File: config.mk
export PLATFORM = sky130hd
export DESIGN_NAME = psf_div
export DESIGN_NICKNAME = d
export VERILOG_FILES = /design/src/rtl/psf_div.sv
export SDC_FILE = /design/constraint.sdc
export NUM_CORES = 1
export LEC_CHECK = 0
export BUFFER_PORTS_ARGS = -buffer_cell sky130_fd_sc_hd__buf_2
export CORE_MARGIN = 4
export CORE_UTILIZATION = 43
export DETAILED_ROUTE_END_ITERATION = 16
export SLEW_MARGIN = 20
export SYNTH_ARGS = -nofsm -noshare
export SYNTH_HDL_FRONTEND = slang
export SYNTH_SLANG_ARGS = --single-unit
File: constraint.sdc
create_clock -name clk -period 10.96 [get_ports clk]
set_clock_uncertainty 0.05 [all_clocks]
set_input_delay 1.644 -clock clk [delete_from_list [all_inputs] [get_ports clk]]
set_output_delay 1.644 -clock clk [all_outputs]
set_load 0.005 [all_outputs]
File: src/rtl/psf_div.sv
// Pipelined restoring divider: unsigned quotient and remainder, a few bits per stage.
`default_nettype none

module psf_div #(
	parameter int NW     = 16,
	parameter int DW     = 13,
	parameter int STAGES = 4,
	parameter int SW     = 1
) (
	input  logic          clk,
	input  logic          arst_n,
	input  logic          vld_in,
	input  logic [NW-1:0] num,
	input  logic [DW-1:0] den,
	input  logic [SW-1:0] side_in,
	output logic          vld_out,
	output logic [NW-1:0] quo,
	output logic [DW-1:0] rem,
	output logic [SW-1:0] side_out
);

	localparam int BPS = (NW + STAGES - 1) / STAGES;
	localparam int TW  = BPS * STAGES;

	// dividend bits shift out at the top, quotient bits shift in at the bottom
	logic [TW-1:0]     num_sn  [STAGES];
	logic [DW-1:0]     rem_sn  [STAGES];
	logic [DW-1:0]     den_sn  [STAGES];
	logic [SW-1:0]     side_sn [STAGES];
	logic [STAGES-1:0] vld_sn;

	logic [TW-1:0] src_num [STAGES];
	logic [DW-1:0] src_rem [STAGES];
	logic [DW-1:0] src_den [STAGES];
	logic [SW-1:0] src_side[STAGES];
	logic [TW-1:0] num_nx  [STAGES];
	logic [DW-1:0] rem_nx  [STAGES];

	// stage inputs
	always_comb begin
		src_num[0]  = TW'(num);
		src_rem[0]  = '0;
		src_den[0]  = den;
		src_side[0] = side_in;
		for (int k = 1; k < STAGES; k++) begin
			src_num[k]  = num_sn[k-1];
			src_rem[k]  = rem_sn[k-1];
			src_den[k]  = den_sn[k-1];
			src_side[k] = side_sn[k-1];
		end
	end

	// BPS compare-subtract steps per stage
	always_comb begin
		logic [DW:0]   trial;
		logic [TW-1:0] n;
		logic [DW-1:0] r;
		for (int k = 0; k < STAGES; k++) begin
			n = src_num[k];
			r = src_rem[k];
			for (int b = 0; b < BPS; b++) begin
				trial = {r, n[TW-1]};
				n = n << 1;
				if (trial >= {1'b0, src_den[k]}) begin
					trial = trial - {1'b0, src_den[k]};
					n[0] = 1'b1;
				end
				r = trial[DW-1:0];
			end
			num_nx[k] = n;
			rem_nx[k] = r;
		end
	end

	// valid bits
	always_ff @(posedge clk or negedge arst_n) begin
		if (!arst_n) begin
			vld_sn <= '0;
		end else begin
			vld_sn <= {vld_sn[STAGES-2:0], vld_in};
		end
	end

	// payload
	always_ff @(posedge clk) begin
		for (int k = 0; k < STAGES; k++) begin
			num_sn[k]  <= num_nx[k];
			rem_sn[k]  <= rem_nx[k];
			den_sn[k]  <= src_den[k];
			side_sn[k] <= src_side[k];
		end
	end

	assign vld_out  = vld_sn[STAGES-1];
	assign quo      = num_sn[STAGES-1][NW-1:0];
	assign rem      = rem_sn[STAGES-1];
	assign side_out = side_sn[STAGES-1];

endmodule

`default_nettype wire

==> impl_metrics.ini <==
[detailed_routing]
post_drt_wl_per_cell_um = 17.0
vias = 12400
drtIter0Drc = 697
wl_um = 38000
viasPerCell = 5.57
dr.pass1.iters = 6
ant_nets = 0
drc = 0

[sta]
final.min_clock_period_ns = 10.04
fin_tns_setup_ns = 0
holdWs_ns = 0.272
setup_viol = 0
drv_slew = 0
hold_viol = 0
rsz0062_at_grt = false
min_period_over_period = 0.916
maxSlewHeadroom = 0.511
fmax_mhz = 99.6
setup_slack_ns = 0.922
tightest_slew_ns = 0.724

[floorplan]
start_util = 0.440
core_sq_um = 32900
rows = 66
fp.dieH_um = 191
fp.dieW_um = 191
die_area_sq_um = 36700
io_pins = 64

[hold_path]
whs_path_depth = 0
min-delay-path-class = flop to flop
min-delay-start = num_sn[0][8]$_DFF_P_
hold_end = num_sn[1][12]$_DFF_P_

[logic_synthesis]
synthCells = 1706
synth_cell_types = 90
synth_top_family_by_area = compound AO/OA/AOI/OAI gates
netlist_top_cells_area = dfxtp_1 22%, ha_1 17%, xnor2_1 5.5%
synthMuxAreaShare = 0.0744
synth_common_cells = 197 x ha_1, 159 x dfxtp_1, 135 x a21oi_1
ys.flop_type = dfxtp_1
synth-seq-cells = 163
ys_seq_area_frac = 0.227
synth.top_cell.area_share = 0.220
synth_xor_area_frac = 0.0829
async_reset_ff_frac = 0.0245
yosysMostFrequentCell = ha_1
synthesis.nets = 1951
yosys.area.top_type = dfxtp_1
netlist_area_sq_um = 14500
avgSynthCellArea_sq_um = 8.48
yosys_warnings = 0
synth-compound-area-share = 0.219
synth-edff-count = 0
synthAdderAreaFrac = 0.191
yosys.area_share.simple = 0.163

[grt]
grt_pass1_wl_um = 61400
grtUsageTotal = 0.209
gr-total-overflow = 0
grt_pass1_vias = 11900
grt_start_max_net_pins = 22
antenna_found_initial = 0

[critical_path]
cp.required_ns = 11.23
worstSetupPathType = flop to flop
r2r_cells = 39
r2r_end = rem_sn[2][12]$_DFF_P_
worstPathMaxFanout = 17
reg2reg_from = den_sn[1][1]$_DFF_P_
endpoint_kind = flop
slowest_delay_ns = 0.59
startpoint_type = flop
slowest_stage = dfxtp_1
cp.arrival_ns = 10.31
r2r_slack_ns = 0.92
cp-startpoint = den_sn[1][1]$_DFF_P_

[clocking]
clock_path_buffers = 2
clkLatencyLatePin_ns = 0.44
clkTransAtPathRegs_ns = 0.07
htreeDepth = 4
cts-root-buf = clkbuf_16
cts_sinks = 163
cts_buffers = 17
holdBufCountCts = 0
cts_tree = yes

[placed_design]
gp_congestion = 0.900
post-place-ws_ns = 0.604
port_buffers = 63
place_area_sq_um = 15300
dp_hpwl_um = 30600

[final_layout]
nNetsFinal = 2019
fin_area_sq_um = 15900
syn_to_final_growth_pct = 9.95
fillers = 3335
diodes = 0
drive_above_1_share = 0.128

[run]
max_cap_violations = 0

[run_status]
outcome = finished clean
cells by family after synthesis:
logic type,Yosys count
flops,163
mux,94
simple gates,469
compound gates,477
fa+ha+maj,212
xor+xnor,137
buf+inv,154
placed cells by master, fill, tap and decap left out, drive strengths merged, types with 32 or more instances in the layout:
cell type  instances
mux2              72
nor3              39
o21a              32
a21oi            137
o21ai            107
dfxtp            159
buf               82
xor2              46
inv              130
nand2b            32
a21o              48
xnor2             91
nor2             129
nand2            106
nor2b             42
ha               197
critical path: cells and delay by family, from the launching register on:
family / cells / cell delay [ns]
simple gates: 11 / 1.75
flops: 1 / 0.59
compound gates: 18 / 4.13
fa+ha+maj: 4 / 1.65
mux: 2 / 0.70
buf+inv: 4 / 1.01
layout make-up:
type | count | area (sq um) | share of cell area
clock buffer | 18 | 439 | 0.0276
sequential | 163 | 3280 | 0.206
inverter | 120 | 453 | 0.0285
tap | 442 | 553 | 0.0348
timing repair buffer | 82 | 458 | 0.0288
multi-input combinational | 1390 | 10600 | 0.666
clock inverter | 14 | 136 | 0.00857
metrics by stage:
stage          cells  utilization
3_3_place_gp    2192        0.465
2_1_floorplan   1706            -
3_5_place_dp    2192        0.465
4_1_cts         2224        0.482
6_report        2229        0.484
5_1_grt         2229        0.484
state kept, by name, indices dropped and copies added (netlist names):
name and flops:
vld_sn 4, num_sn 64, den_sn 39, rem_sn 52, side_sn 4
metal layers:
layer  track usage  vias to the layer above  share of wire
met5             0                        -              0
met3        0.0230                       51          0.034
met2         0.364                      261           0.48
met4        0.0635                        0          0.023
li1              -                     6359              -
met1         0.271                     5747           0.46
worst max path at each step:
stage / endpoint / slack (ns) / depth (start not counted)
after detailed placement: rem_sn[1][12]$_DFF_P_ / 0.60 / 36
after global routing: rem_sn[1][12]$_DFF_P_ / 0.08 / 36
final: rem_sn[2][12]$_DFF_P_ / 0.92 / 39
after global placement: rem_sn[1][2]$_DFF_P_ / 0.81 / 36
after floorplan: rem_sn[0][10]$_DFF_P_ / 1.50 / 37
after CTS: rem_sn[1][12]$_DFF_P_ / 0.52 / 36
timing repair:
item | 4_1_cts | 5_1_grt
setup buffers | 0 | 4
setup endpoints to repair | 0 | 16
gates resized for setup | 0 | 4
Power is left out: the tool's default activity adds up to more than one toggle a clock period on the data nets, which glitch-free logic cannot reach.
